$ cat src/rtl/sme_pkg.sv
`timescale 1ns / 1ps
// ----------------------------------------------------------------------------
// sme_pkg - shared types and constants
// Opcodes, status codes, widths and the control/status structs that join
// the controller and the datapath of the stack machine execute unit.
// ----------------------------------------------------------------------------
package sme_pkg;

  localparam int CODE_WORDS  = 4096;
  localparam int DATA_WORDS  = 1024;
  localparam int FRAME_WORDS = 3;
  localparam int PC_W        = $clog2(CODE_WORDS);
  localparam int AW          = $clog2(DATA_WORDS);
  localparam int SP_W        = AW + 1;
  localparam int WORD_W      = 64;
  localparam int CMD_W       = 5;
  localparam int CNT_W       = 8;
  localparam int ST_W        = 3;

  typedef logic [CMD_W-1:0] opcode_t;
  localparam opcode_t OP_CONST = 5'd0;
  localparam opcode_t OP_LDC   = 5'd1;
  localparam opcode_t OP_LDI   = 5'd2;
  localparam opcode_t OP_PUSH  = 5'd3;
  localparam opcode_t OP_POP   = 5'd4;
  localparam opcode_t OP_JMP   = 5'd5;
  localparam opcode_t OP_JZ    = 5'd6;
  localparam opcode_t OP_JNZ   = 5'd7;
  localparam opcode_t OP_CALL  = 5'd8;
  localparam opcode_t OP_RET   = 5'd9;
  localparam opcode_t OP_LDARG = 5'd10;
  localparam opcode_t OP_OR    = 5'd11;
  localparam opcode_t OP_AND   = 5'd12;
  localparam opcode_t OP_EQ    = 5'd13;
  localparam opcode_t OP_NE    = 5'd14;
  localparam opcode_t OP_GT    = 5'd15;
  localparam opcode_t OP_GE    = 5'd16;
  localparam opcode_t OP_LT    = 5'd17;
  localparam opcode_t OP_LE    = 5'd18;
  localparam opcode_t OP_SHR   = 5'd19;
  localparam opcode_t OP_SHL   = 5'd20;
  localparam opcode_t OP_ADD   = 5'd21;
  localparam opcode_t OP_SUB   = 5'd22;
  localparam opcode_t OP_MUL   = 5'd23;
  localparam opcode_t OP_DIV   = 5'd24;
  localparam opcode_t OP_MOD   = 5'd25;
  localparam opcode_t OP_NOP   = 5'd26;
  localparam opcode_t OP_EXIT  = 5'd27;

  typedef logic [ST_W-1:0] status_t;
  localparam status_t ST_RUN   = 3'd0;
  localparam status_t ST_EXIT  = 3'd1;
  localparam status_t ST_BADOP = 3'd2;
  localparam status_t ST_DIVZ  = 3'd3;
  localparam status_t ST_STACK = 3'd4;

  // controller -> datapath
  typedef struct packed {
    logic       clr_step;
    logic       load_instr;
    logic       rd_en;
    logic       cap_en;
    logic       wr_en;
    logic       md_start;
    logic       commit;
    logic [1:0] phase;
  } ctrl_cmd_t;

  // datapath -> controller
  typedef struct packed {
    logic       clr_done;
    logic       halted;
    logic       pre_err;
    logic [1:0] n_reads;
    logic [1:0] n_writes;
    logic       need_md;
    logic       md_done;
    logic       out_free;
  } dp_stat_t;

endpackage

$ cat src/rtl/sme_ctrl.sv
`timescale 1ns / 1ps
// ----------------------------------------------------------------------------
// sme_ctrl - execute sequencer
// One-hot FSM: memory clear, accept, check, read/capture, mul/div, write, commit.
// ----------------------------------------------------------------------------
module sme_ctrl import sme_pkg::*; (
  input  logic      clk,
  input  logic      rst_n,
  input  logic      in_valid,
  output logic      in_ready,
  input  dp_stat_t  stat,
  output ctrl_cmd_t cmd
);

  typedef enum logic [7:0] {
    S_CLR  = 8'b0000_0001,
    S_IDLE = 8'b0000_0010,
    S_CHK  = 8'b0000_0100,
    S_RD   = 8'b0000_1000,
    S_CAP  = 8'b0001_0000,
    S_MD   = 8'b0010_0000,
    S_WR   = 8'b0100_0000,
    S_FIN  = 8'b1000_0000
  } state_t;

  state_t     state_r, state_nxt;
  logic [1:0] phase_r, phase_nxt;
  logic [2:0] phase_inc;

  assign phase_inc = {1'b0, phase_r} + 3'd1;

  always_comb begin
    state_nxt = state_r;
    phase_nxt = phase_r;
    in_ready  = 1'b0;
    cmd       = '0;
    cmd.phase = phase_r;
    unique case (state_r)
      S_CLR: begin
        cmd.clr_step = !stat.clr_done;
        if (stat.clr_done) state_nxt = S_IDLE;
      end
      S_IDLE: begin
        in_ready       = 1'b1;
        cmd.load_instr = in_valid;
        phase_nxt      = 2'd0;
        if (in_valid) state_nxt = S_CHK;
      end
      S_CHK: begin
        if (stat.halted || stat.pre_err)  state_nxt = S_FIN;
        else if (stat.n_writes != 2'd0)   state_nxt = S_WR;
        else if (stat.n_reads != 2'd0)    state_nxt = S_RD;
        else                              state_nxt = S_FIN;
      end
      S_RD: begin
        cmd.rd_en = 1'b1;
        state_nxt = S_CAP;
      end
      S_CAP: begin
        cmd.cap_en = 1'b1;
        if (phase_inc < {1'b0, stat.n_reads}) begin
          phase_nxt = phase_inc[1:0];
          state_nxt = S_RD;
        end else if (stat.need_md) begin
          cmd.md_start = 1'b1;
          state_nxt    = S_MD;
        end else begin
          state_nxt = S_FIN;
        end
      end
      S_MD: begin
        if (stat.md_done) state_nxt = S_FIN;
      end
      S_WR: begin
        cmd.wr_en = 1'b1;
        if (phase_inc == {1'b0, stat.n_writes}) state_nxt = S_FIN;
        else                                     phase_nxt = phase_inc[1:0];
      end
      S_FIN: begin
        if (stat.out_free) begin
          cmd.commit = 1'b1;
          state_nxt  = S_IDLE;
        end
      end
      default: state_nxt = S_CLR;
    endcase
  end

  always_ff @(posedge clk) begin
    if (!rst_n) begin
      state_r <= S_CLR;
      phase_r <= 2'd0;
    end else begin
      state_r <= state_nxt;
      phase_r <= phase_nxt;
    end
  end

endmodule

$ cat config.mk
export PLATFORM = sky130hd
export DESIGN_NAME = sme_ctrl
export DESIGN_NICKNAME = d
export VERILOG_FILES = /design/src/rtl/sme_pkg.sv /design/src/rtl/sme_ctrl.sv
export SDC_FILE = /design/constraint.sdc
export NUM_CORES = 1
export LEC_CHECK = 0
export ABC_CLOCK_PERIOD_IN_PS = 2100
export BUFFER_PORTS_ARGS = -buffer_cell sky130_fd_sc_hd__buf_2
export CAP_MARGIN = 30
export CORE_MARGIN = 4
export CORE_UTILIZATION = 43
export CTS_CLUSTER_SIZE = 16
export DETAILED_ROUTE_END_ITERATION = 10
export PLACE_DENSITY_LB_ADDON = 0.05
export SLEW_MARGIN = 10
export SYNTH_ARGS = -nofsm -noshare
export SYNTH_HDL_FRONTEND = slang
export SYNTH_SLANG_ARGS = --single-unit
$ cat constraint.sdc
create_clock -name clk -period 2.1 [get_ports clk]
set_input_delay 0.42 -clock clk [delete_from_list [all_inputs] [get_ports clk]]
set_output_delay 0.42 -clock clk [all_outputs]
set_load 0.005 [all_outputs]
# [Yosys cells after proc, flatten, opt, wreduce, memory -nomap -nowiden]
# Index checks and enable logic that the tools add are counted.
[totals] ff_bits=10 latchBits=0 ram_bits=0 rom_bits=0 in_bits=13 out_inout_bits=10 mem_count=0
[classes] addsub=1 n_mul=0 div_mod_pow=0 order_cmp=1 eq_ne=16 shift=0 muxes=25 n_bitwise=0 n_reduce_logical=7
[op_table] operator="8-bit two-way mux" n=10
[op_table] operator="8-bit one-hot mux with 8 select lines" n=1
[op_table] operator="2-bit != test, second input constant" n=7
[op_table] operator="1-bit two-way mux" n=11
[op_table] operator="8-bit by 1-bit equality test with 1-bit output, second input constant" n=1
[op_table] operator="8-bit by 2-bit equality test with 1-bit output, second input constant" n=1
[op_table] operator="8-bit by 3-bit equality test with 1-bit output, second input constant" n=1
[op_table] operator="8-bit by 4-bit equality test with 1-bit output, second input constant" n=1
[op_table] operator="8-bit by 5-bit equality test with 1-bit output, second input constant" n=1
[op_table] operator="8-bit by 6-bit equality test with 1-bit output, second input constant" n=1
[op_table] operator="8-bit by 7-bit equality test with 1-bit output, second input constant" n=1
[op_table] operator="8-bit equality test, second input constant" n=1
[op_table] operator="2-bit one-hot mux with 3 select lines" n=1
[op_table] operator="5-bit AND reduction" n=1
[op_table] operator="2-bit two-way mux" n=2
[op_table] operator="2-bit nonzero test" n=2
[op_table] operator="2-bit by 1-bit adder with 3-bit output, second input constant" n=1
[op_table] operator="3-bit by 2-bit equality test with 1-bit output" n=1
[op_table] operator="3-bit by 2-bit less-than comparator with 1-bit output" n=1
[op_table] operator="3-bit AND reduction" n=1
[op_table] operator="3-bit nonzero test" n=1
[op_table] operator="1-bit zero test" n=1
[op_table] operator="1-bit logical OR" n=1

# [Logic depth before layout (Yosys ltp)]
# Gate-level depths: netlist (run 1).
[depth] ltp_word=5 mapped_depth=6 mapped_depth_nobuf=6

# [Least setup slack after synthesis (run 1)]
# Ideal clock, no wire load.
[synth_path] kind="reg-to-output" startpoint="reg state_r[2]" endpoint="out cmd[7] (netlist bit)" arrival_ps=1621 slack_ps=59 stages_incl_launch_ff=5 path_cell_list="dfxtp_1 or4_4 or3_1 nor2_1 and2_1"
[synth_lines] element="start: declaration" line="sme_ctrl.sv:26" rtl="state_t state_r, state_nxt;"
[synth_lines] element="start signal: assignment" line="sme_ctrl.sv:94" rtl="state_r <= state_nxt;"
[synth_lines] element="end: declaration" line="sme_ctrl.sv:12" rtl="output ctrl_cmd_t cmd"

==> impl_metrics.json, run 1 <==
{
  "clockRootBuffer": "clkbuf_4",
  "htreeDepth": 1,
  "synth_edf_count": 0,
  "slew_headroom_pct": 70.1,
  "drive_gt1_share_pct": 46.3,
  "first_iter_violations": 28,
  "outcome": "complete, but fails checks",
  "io_buffers": 22,
  "diodes": 0,
  "start_util_pct": 45.9,
  "min-delay-path-class": "input pin to register",
  "routedWlPerCell_um": 14.8,
  "fin_crit_sh_pct": 107,
  "num_io_pins": 23,
  "post-route-drc-count": 0,
  "finalSetupViolCount": 5,
  "skew_ns": 0.00242,
  "power.leakage_nw": 0.495,
  "synth_warnings": 0,
  "r2r_slack_ns": -0.10,
  "synthMuxAreaShare_pct": 0,
  "grt_util_all_layers_pct": 20.8,
  "cap_violations": 0,
  "placed_cell_area_sq_um": 890,
  "post-route-util_pct": 66.5,
  "clk_path_buf_depth": 2,
  "clkLatencyLatePin_ns": 0.27,
  "path_max_fanout": 3,
  "synth_area_per_cell_sq_um": 8.05,
  "cts_tree": "done",
  "dr.pass1.iters": 6,
  "antenna_left": 0,
  "cpMaxStageDelayCell": "or4_4",
  "finalNonFillerCells": 139,
  "yosys.area_share.simple_pct": 46.8,
  "grt_overflow": 0,
  "grt_pass1_wl_um": 3210,
  "die_h_um": 48.1,
  "dpl.hpwl_um": 1530,
  "ir_drop_uv": 312,
  "clock-sinks": 10,
  "slew_viol_final": 0,
  "tightest_slew_ns": 0.444,
  "endpoint_kind": "primary output",
  "fin_total_pwr_mw": 0.506,
  "cp.arrival_ns": 1.83,
  "dieArea_sq_um": 2320,
  "synthCells": 86,
  "antenna_found_initial": 0,
  "synth_nets": 101,
  "die_x_um": 48.1,
  "grt_pass1_vias": 746,
  "post-route-min-period_ns": 2.25,
  "synth_top_area_share_pct": 28.9,
  "ys_seq_area_share_pct": 28.9,
  "worst_ep_required_time_ns": 1.68,
  "r2r_cells": 6,
  "ys_seq_elements": 10,
  "fin_nets": 140,
  "hold_end": "phase_r[0]$_SDFFE_PN0P_",
  "path_class": "register to primary output",
  "synthToLayoutAreaGrowth_pct": 44.8,
  "netlist_area_sq_um": 692,
  "holdCritStartpoint": "rst_n",
  "synthTopCellsByArea": "dfxtp_1 (29%), nor3_1 (6.5%), nor2_1 (4.9%)",
  "routed_wl_um": 2060,
  "synth_top_family_by_area": "simple AND/OR/NAND/NOR gates",
  "place_inst": 133,
  "fin_area_sq_um": 1000,
  "ys_async_sr_fraction_pct": 0,
  "power_per_cell_area_nw_per_um2": 505,
  "post-synth-top-count-cell": "dfxtp_1",
  "synth-adder-area-share_pct": 4.70,
  "fp-row-count": 14,
  "crit_chain": "or4_4 -> or3_4 -> nor2_4 -> and2_1 -> buf_2",
  "violations": "setup timing",
  "r2r-end": "state_r[2]$_SDFFE_PN0P_",
  "avgViaCountPerCell": 5.80,
  "yosysTopAreaCell": "dfxtp_1",
  "r2r-start": "state_r[2]$_SDFFE_PN0P_",
  "fillers": 144,
  "num_vias": 806,
  "synth_compound_area_share_pct": 13.6,
  "coreArea_sq_um": 1510,
  "gp_congestion": 0.741,
  "yosysUniqueCellTypes": 38,
  "synthXorXnorAreaFrac_pct": 3.80,
  "fmax_mhz": 444,
  "ys_top_cells_by_count": "dfxtp_1 (10), nor2_1 (9), nor3_1 (9)",
  "grt_max_degree": 9,
  "clkTransAtPathRegs_ns": 0.06,
  "cp_slowest_stage_delay_ns": 0.55,
  "start_kind": "register",
  "dp_slack_ns": 0.0639,
  "hold_viol": 0,
  "synthFlopType": "dfxtp_1",
  "whs_path_depth": 3,
  "cts_made_buffers": 3,
  "grt_setup_unrepaired": "yes",
  "setup_slack_ns": -0.154
}
==> layout by cell type (no fill, tap or decap), types with 3 or more instances in the layout <==
master	netlist	final
buf_2	0	22
nand2_1	6	6
nand4b_1	3	3
nor2_1	9	8
inv_1	4	3
buf_4	0	11
dfxtp_1	10	7
and3_1	3	3
nor3_1	9	8
clkbuf_4	0	3
==> timing repair <==
action	in CTS	in global routing
hold buffers	0	0
buffers inserted	1	2
gates resized for setup	7	10
cloned	0	0
endpoints found under the setup margin	4	8
pin swaps	1	5
==> routing by layer <==
| metal | track usage [%] | vias up | part of all wire, % |
|---|---|---|---|
| met1 | 25.0 | 365 | 41 |
| met3 | 5.54 | 8 | 7.9 |
| met2 | 35.1 | 35 | 48 |
| met4 | 8.60 | 0 | 2.5 |
| li1 | - | 398 | - |
| met5 | 0 | - | 0 |
==> power breakdown <==
group | internal, mW | total [mW] | switching (mW)
Sequential | 0.199 | 0.209 | 0.0102
Clock | 0.0663 | 0.133 | 0.0667
Combinational | 0.0865 | 0.164 | 0.0776
==> stage by stage <==
step	TNS, ns	hold slack [ns]
after detailed placement	0	0.522
after global routing	-0.798	0.494
after global placement	0	0.527
final	-0.439	0.482
after floorplan	0	0.499
after CTS	-0.154	0.476
==> logic make-up (layout without fill, tap and decap cells) <==
group,after synthesis,count (layout)
adder cells (fa/ha/maj),2,2
AND/OR/NAND/NOR,54,54
XOR/XNOR,3,3
flip-flops,10,10
AO/OA/AOI/OAI,13,13
buffers and inverters,4,41
==> final cells by class <==
cell class | instances | area (sq um) | share of cell area, %
timing repair buffer | 34 | 204 | 20.3
clock buffer | 3 | 22.5 | 2.25
multi-input combinational | 72 | 534 | 53.3
tap | 16 | 20.0 | 2.00
inverter | 4 | 15.0 | 1.50
sequential | 10 | 206 | 20.6
==> state kept, by name, indices dropped and copies added (netlist names) <==
name	flops
state_r	8
phase_r	2
==> critical path: cells and delay by family, from the launching register on <==
kind,cells,cell delay [ns]
buffers and inverters,1,0.10
DFF,1,0.32
and+or+nand+nor,4,1.14
==> worst max-delay path by stage <==
stage | cells past startpoint | end | from
2_1_floorplan | 4 | cmd[7] | state_r[2]$_SDFFE_PN0P_
3_3_place_gp | 6 | cmd[3] | stat[6]
3_5_place_dp | 6 | cmd[3] | stat[6]
4_1_cts | 5 | cmd[7] | state_r[2]$_SDFFE_PN0P_
5_1_grt | 5 | cmd[7] | state_r[2]$_SDFFE_PN0P_
6_report | 5 | cmd[7] | state_r[2]$_SDFFE_PN0P_
Power figures use the tool's default switching activity.
==> inputs of run 2 (changes only) <==
--- a/config.mk
+++ b/config.mk
@@ -5,11 +5,12 @@
 export SDC_FILE = /design/constraint.sdc
 export NUM_CORES = 1
 export LEC_CHECK = 0
-export ABC_CLOCK_PERIOD_IN_PS = 2100
+export ABC_CLOCK_PERIOD_IN_PS = 2400
 export BUFFER_PORTS_ARGS = -buffer_cell sky130_fd_sc_hd__buf_2
 export CAP_MARGIN = 30
 export CORE_MARGIN = 4
-export CORE_UTILIZATION = 43
+export CORE_UTILIZATION = 51
+export CTS_BUF_LIST = sky130_fd_sc_hd__clkbuf_8
 export CTS_CLUSTER_SIZE = 16
 export DETAILED_ROUTE_END_ITERATION = 10
 export PLACE_DENSITY_LB_ADDON = 0.05
==> constraint.sdc (replaced) <==
create_clock -name clk -period 2.4 [get_ports clk]
set_input_delay 0.48 -clock clk [delete_from_list [all_inputs] [get_ports clk]]
set_output_delay 0.48 -clock clk [all_outputs]
set_load 0.005 [all_outputs]
==> run 2 against run 1 <==
Effect of this change:
- die area fell by 13%
- highest routed layer unchanged
- first-iteration DRC count shrank 71%
- worst hold slack improved by 0.063 ns
- clock-buffer cell count unchanged
- via count down 12%
- largest power group unchanged
- flip-flop and latch count unchanged
- the flow now finishes without violations
- non-clock buffer count shrank 10
- sequential power shrank 11%
==> impl_metrics.json, run 2 (same netlist as run 1, synthesis figures left out) <==
{
  "grt_util_all_layers_pct": 20.3,
  "fin_crit_sh_pct": 97.1,
  "start_util_pct": 53.8,
  "drive_gt1_share_pct": 34.5,
  "final_cell_mix": "buf_2 (22), nor3_1 (9), dfxtp_1 (9)",
  "clock-sinks": 10,
  "ir_drop_uv": 235,
  "path_class": "register to primary output",
  "r2r-end": "state_r[2]$_SDFFE_PN0P_",
  "postCtsSetupBuffers": 0,
  "largest_reg_flops": 8,
  "outcome": "completed",
  "htreeDepth": 1,
  "clockRootBuffer": "clkbuf_8",
  "clkLatencyLatePin_ns": 0.23,
  "grt_max_degree": 9,
  "path_max_fanout": 5,
  "r2r_cells": 5,
  "worst_ep_required_time_ns": 1.92,
  "grt_pass1_vias": 690,
  "antenna_left": 0,
  "cts_hold_buffers": 0,
  "routed_wl_um": 1700,
  "hold_viol": 0,
  "r2r-start": "state_r[6]$_SDFFE_PN0P_",
  "gp_congestion": 0.871,
  "hold_end": "phase_r[1]$_SDFFE_PN0P_",
  "slew_headroom_pct": 54.8,
  "fillers": 106,
  "start_kind": "register",
  "grt_pass1_wl_um": 2960,
  "min-delay-path-class": "register to register",
  "endpoint_kind": "primary output",
  "dr.pass1.iters": 4,
  "dieArea_sq_um": 2010,
  "cts_made_buffers": 3,
  "holdCritStartpoint": "phase_r[1]$_SDFFE_PN0P_",
  "avgViaCountPerCell": 5.56,
  "fmax_mhz": 429,
  "num_vias": 712,
  "die_h_um": 44.8,
  "first_iter_violations": 8,
  "grt_overflow": 0,
  "synthToLayoutAreaGrowth_pct": 28.8,
  "coreArea_sq_um": 1280,
  "diodes": 0,
  "final.setup.tns_ns": 0,
  "power.leakage_nw": 0.435,
  "cts_tree": "done",
  "cp.arrival_ns": 1.85,
  "cap_violations": 0,
  "io_buffers": 22,
  "regMostFlops": "state_r",
  "tightest_slew_ns": 0.669,
  "power_per_cell_area_nw_per_um2": 528,
  "slew_viol_final": 0,
  "clkTransAtPathRegs_ns": 0.04,
  "routedWlPerCell_um": 13.3,
  "skew_ns": 0.00359,
  "clk_path_buf_depth": 2,
  "reg_top3": "state_r x8, phase_r x2",
  "fin_total_pwr_mw": 0.470,
  "finalSetupViolCount": 0,
  "whs_path_depth": 2,
  "final_common_cell": "buf_2",
  "r2r_slack_ns": 0.29,
  "grt_setup_unrepaired": "no",
  "num_io_pins": 23,
  "fin_nets": 130,
  "die_x_um": 44.8,
  "post-route-min-period_ns": 2.33,
  "dpl.hpwl_um": 1390,
  "fp-row-count": 13,
  "post-route-drc-count": 0,
  "antenna_found_initial": 0
}
## run 2: cell types whose count changed in the layout (fill, tap and decap cells not counted), sizes merged
cell / change
buf: -10
## run 2: metal layers
metal	global-route usage [%]	part of all wire [%]	up-vias
li1	-	-	374
met1	24.4	44	311
met2	33.5	47	22
met3	5.98	8.0	5
met4	8.77	1.5	0
met5	0	0	-
## run 2: how the worst max path moves through the flow
stage	to	cells after the start	from
5_1_grt	cmd[7]	5	state_r[6]$_SDFFE_PN0P_
6_report	cmd[7]	5	state_r[6]$_SDFFE_PN0P_
3_3_place_gp	cmd[3]	6	stat[6]
2_1_floorplan	cmd[7]	4	state_r[2]$_SDFFE_PN0P_
4_1_cts	cmd[7]	5	state_r[2]$_SDFFE_PN0P_
3_5_place_dp	cmd[3]	6	stat[6]
## run 2: critical path: stages (launching register included)
cell and delay (ns):
dfxtp_2 0.33, or4_4 0.57, or3_4 0.37, nor2_4 0.12
and2_1 0.12, buf_2 0.10
## run 2: report_power, final
part           switching [mW]  leakage [nW]  total (mW)  internal, mW
combinational          0.0562         0.332       0.113        0.0571
clock                  0.0622        0.0216       0.172         0.110
sequential            0.00961        0.0816       0.185         0.176
total                   0.128         0.435       0.470         0.342
## run 2: what timing repair did
| action | 4_1_cts | 5_1_grt |
|---|---|---|
| endpoints found under the hold margin | 0 | 0 |
| gates resized for setup | 2 | 2 |
| setup endpoints to repair | 1 | 1 |
| pin swaps | 0 | 1 |
## run 2: area by class of cell
| cell class | instances | area (sq um) | area share, % |
|---|---|---|---|
| Multi-Input combinational cell | 72 | 489 | 54.9 |
| Sequential cell | 10 | 201 | 22.6 |
| Inverter | 4 | 15.0 | 1.69 |
| Tap cell | 15 | 18.8 | 2.11 |
| Timing Repair Buffer | 24 | 125 | 14.0 |
| Clock buffer | 3 | 41.3 | 4.63 |
## run 2: per-stage QoR
stage | hold WS [ns] | setup slack (ns) | area, sq um | util, % | std cells
final | 0.545 | 0.0707 | 891 | 69.3 | 128
after global routing | 0.594 | 0.0125 | 891 | 69.3 | 128
after CTS | 0.558 | 0.0163 | 885 | 68.8 | 128
after detailed placement | 0.535 | 0.209 | 836 | 65.0 | 125
after global placement | 0.527 | 0.212 | 836 | 65.0 | 125
after floorplan | 0.499 | 0.299 | 692 | - | 86
==> inputs of run 3 (changes only) <==
--- a/config.mk
+++ b/config.mk
@@ -6,13 +6,13 @@
 export NUM_CORES = 1
 export LEC_CHECK = 0
 export ABC_CLOCK_PERIOD_IN_PS = 2400
-export BUFFER_PORTS_ARGS = -buffer_cell sky130_fd_sc_hd__buf_2
 export CAP_MARGIN = 30
-export CORE_MARGIN = 4
-export CORE_UTILIZATION = 51
+export CORE_AREA = 4 4 41 43
 export CTS_BUF_LIST = sky130_fd_sc_hd__clkbuf_8
 export CTS_CLUSTER_SIZE = 16
 export DETAILED_ROUTE_END_ITERATION = 10
+export DIE_AREA = 0 0 45 47
+export DONT_BUFFER_PORTS = 1
 export PLACE_DENSITY_LB_ADDON = 0.05
 export SLEW_MARGIN = 10
 export SYNTH_ARGS = -nofsm -noshare
==> run 3 against run 2 <==
Effect of this change:
- flip-flop and latch count is the same
- utilization shrank 8.6 points
- global-route usage fell by 1.6 points
- wire length grew 1.4%
- fmax is 0.56% lower
- final area down 11%
- largest power group is now the clock network
==> impl_metrics.json, run 3 (same netlist as run 1, synthesis figures left out) <==
{
  "slew_headroom_pct": 58.6,
  "gp_congestion": 0.854,
  "post-route-min-period_ns": 2.34,
  "cp.arrival_ns": 1.86,
  "grt_pass1_vias": 664,
  "path_buf_inv": 0,
  "grt_overflow": 0,
  "crit_chain": "or4_4 -> or3_1 -> nor2_2 -> and2_1",
  "routed_wl_um": 1720,
  "cap_violations": 0,
  "clock-sinks": 10,
  "fin_nets": 109,
  "cts_made_buffers": 3,
  "clkLatencyLatePin_ns": 0.24,
  "min-delay-path-class": "input pin to register",
  "regArea_sq_um": 200,
  "regMostFlops": "state_r",
  "skew_ns": 0.00572,
  "post-route-drc-count": 0,
  "first_iter_violations": 16,
  "io_buffers": 0,
  "cts_hold_buffers": 0,
  "final_cell_mix": "dfxtp_1 (10), nor3_1 (9), nor2_1 (8)",
  "diodes": 0,
  "gr-usage-met2_pct": 29.9,
  "holdCritStartpoint": "rst_n",
  "hold_ws_ns": 0.390,
  "htreeDepth": 1,
  "tightest_slew_ns": 0.613,
  "setup_slack_ns": 0.0576,
  "clk_path_buf_depth": 2,
  "reg_top3": "state_r x8, phase_r x2",
  "cpMaxStageDelayCell": "or4_4",
  "multi_input_comb_area_sq_um": 479,
  "hold_end": "state_r[4]$_SDFFE_PN0P_",
  "fmax_mhz": 427,
  "clockRootBuffer": "clkbuf_8",
  "power.leakage_nw": 0.346,
  "dieArea_sq_um": 2120,
  "antenna_left": 0,
  "cts-resized-gates": 0,
  "ir_drop_uv": 407,
  "start_kind": "register",
  "slew_viol_final": 0,
  "antenna_found_initial": 0,
  "largest_reg_flops": 8,
  "cp_slowest_stage_delay_ns": 0.58,
  "r2r-start": "state_r[2]$_SDFFE_PN0P_",
  "path_class": "register to primary output",
  "whs_path_depth": 1,
  "grt_pass1_wl_um": 2860,
  "finalNonFillerCells": 108,
  "r2r-end": "state_r[2]$_SDFFE_PN0P_",
  "place_inst": 104,
  "top_usage_layer": "met2",
  "use_met3_pct": 6.51,
  "fillers": 128,
  "cp_top_family": "simple AND/OR/NAND/NOR gates",
  "fp-row-count": 13,
  "start_util_pct": 53.2,
  "routedWlPerCell_um": 16.0,
  "power_per_cell_area_nw_per_um2": 625,
  "grt_max_degree": 9,
  "die_x_um": 45,
  "outcome": "completed",
  "final_common_cell": "dfxtp_1",
  "num_io_pins": 23,
  "drive_gt1_share_pct": 18.3,
  "endpoint_kind": "primary output",
  "die_h_um": 47,
  "cts_tree": "done",
  "dr.pass1.iters": 5,
  "dpl.hpwl_um": 1420,
  "fin_crit_sh_pct": 97.6,
  "finalSetupViolCount": 0,
  "num_vias": 666,
  "post-route-util_pct": 60.8,
  "dp_slack_ns": 0.323,
  "r2r_cells": 5,
  "avgViaCountPerCell": 6.17,
  "postCtsSetupBuffers": 0,
  "r2r_slack_ns": 0.29,
  "path_max_fanout": 6,
  "clkTransAtPathRegs_ns": 0.05,
  "coreArea_sq_um": 1300,
  "hold_viol": 0,
  "worst_ep_required_time_ns": 1.92,
  "grt_util_all_layers_pct": 18.7,
  "synthToLayoutAreaGrowth_pct": 14.3,
  "use_met1_pct": 23.8
}
==> run 3: final cells by class <==
type | instances | share of cell area (%)
Tap cell | 15 | 2.37
Sequential cell | 10 | 25.3
Multi-Input combinational cell | 72 | 60.6
Inverter | 4 | 1.90
Clock buffer | 4 | 6.96
Timing Repair Buffer | 3 | 2.85
==> run 3: worst max path at each step <==
stage	start	to	slack (ns)	cells after the start
CTS	state_r[2]$_SDFFE_PN0P_	cmd[7]	0.07	4
global placement	state_r[2]$_SDFFE_PN0P_	state_r[0]$_SDFFE_PN1P_	0.35	6
detailed placement	state_r[2]$_SDFFE_PN0P_	state_r[2]$_SDFFE_PN0P_	0.32	5
floorplan	state_r[2]$_SDFFE_PN0P_	cmd[7]	0.30	4
finish	state_r[2]$_SDFFE_PN0P_	cmd[7]	0.06	4
global route	state_r[2]$_SDFFE_PN0P_	cmd[7]	-0.02	4
==> run 3: routing by layer <==
metal	routed length, um	vias up	part of all wire [%]
li1	-	340	-
met1	783	298	45
met2	774	26	45
met3	154	2	8.9
met4	11	0	0.64
met5	0	-	0
==> run 3: stage by stage <==
| stage | power, mW | cell area, sq um | setup TNS [ns] |
|---|---|---|---|
| detailed placement | 0.286 | 733 | 0 |
| global route | 0.520 | 791 | -0.0213 |
| global placement | 0.284 | 733 | 0 |
| CTS | 0.495 | 788 | 0 |
| floorplan | 0.255 | 692 | 0 |
| finish | 0.495 | 791 | 0 |
==> run 3: power by group <==
group	switching (mW)	internal [mW]	leakage [nW]
registers	0.00921	0.175	0.0811
logic	0.0497	0.0496	0.236
clock network	0.0663	0.144	0.0288
total	0.125	0.369	0.346
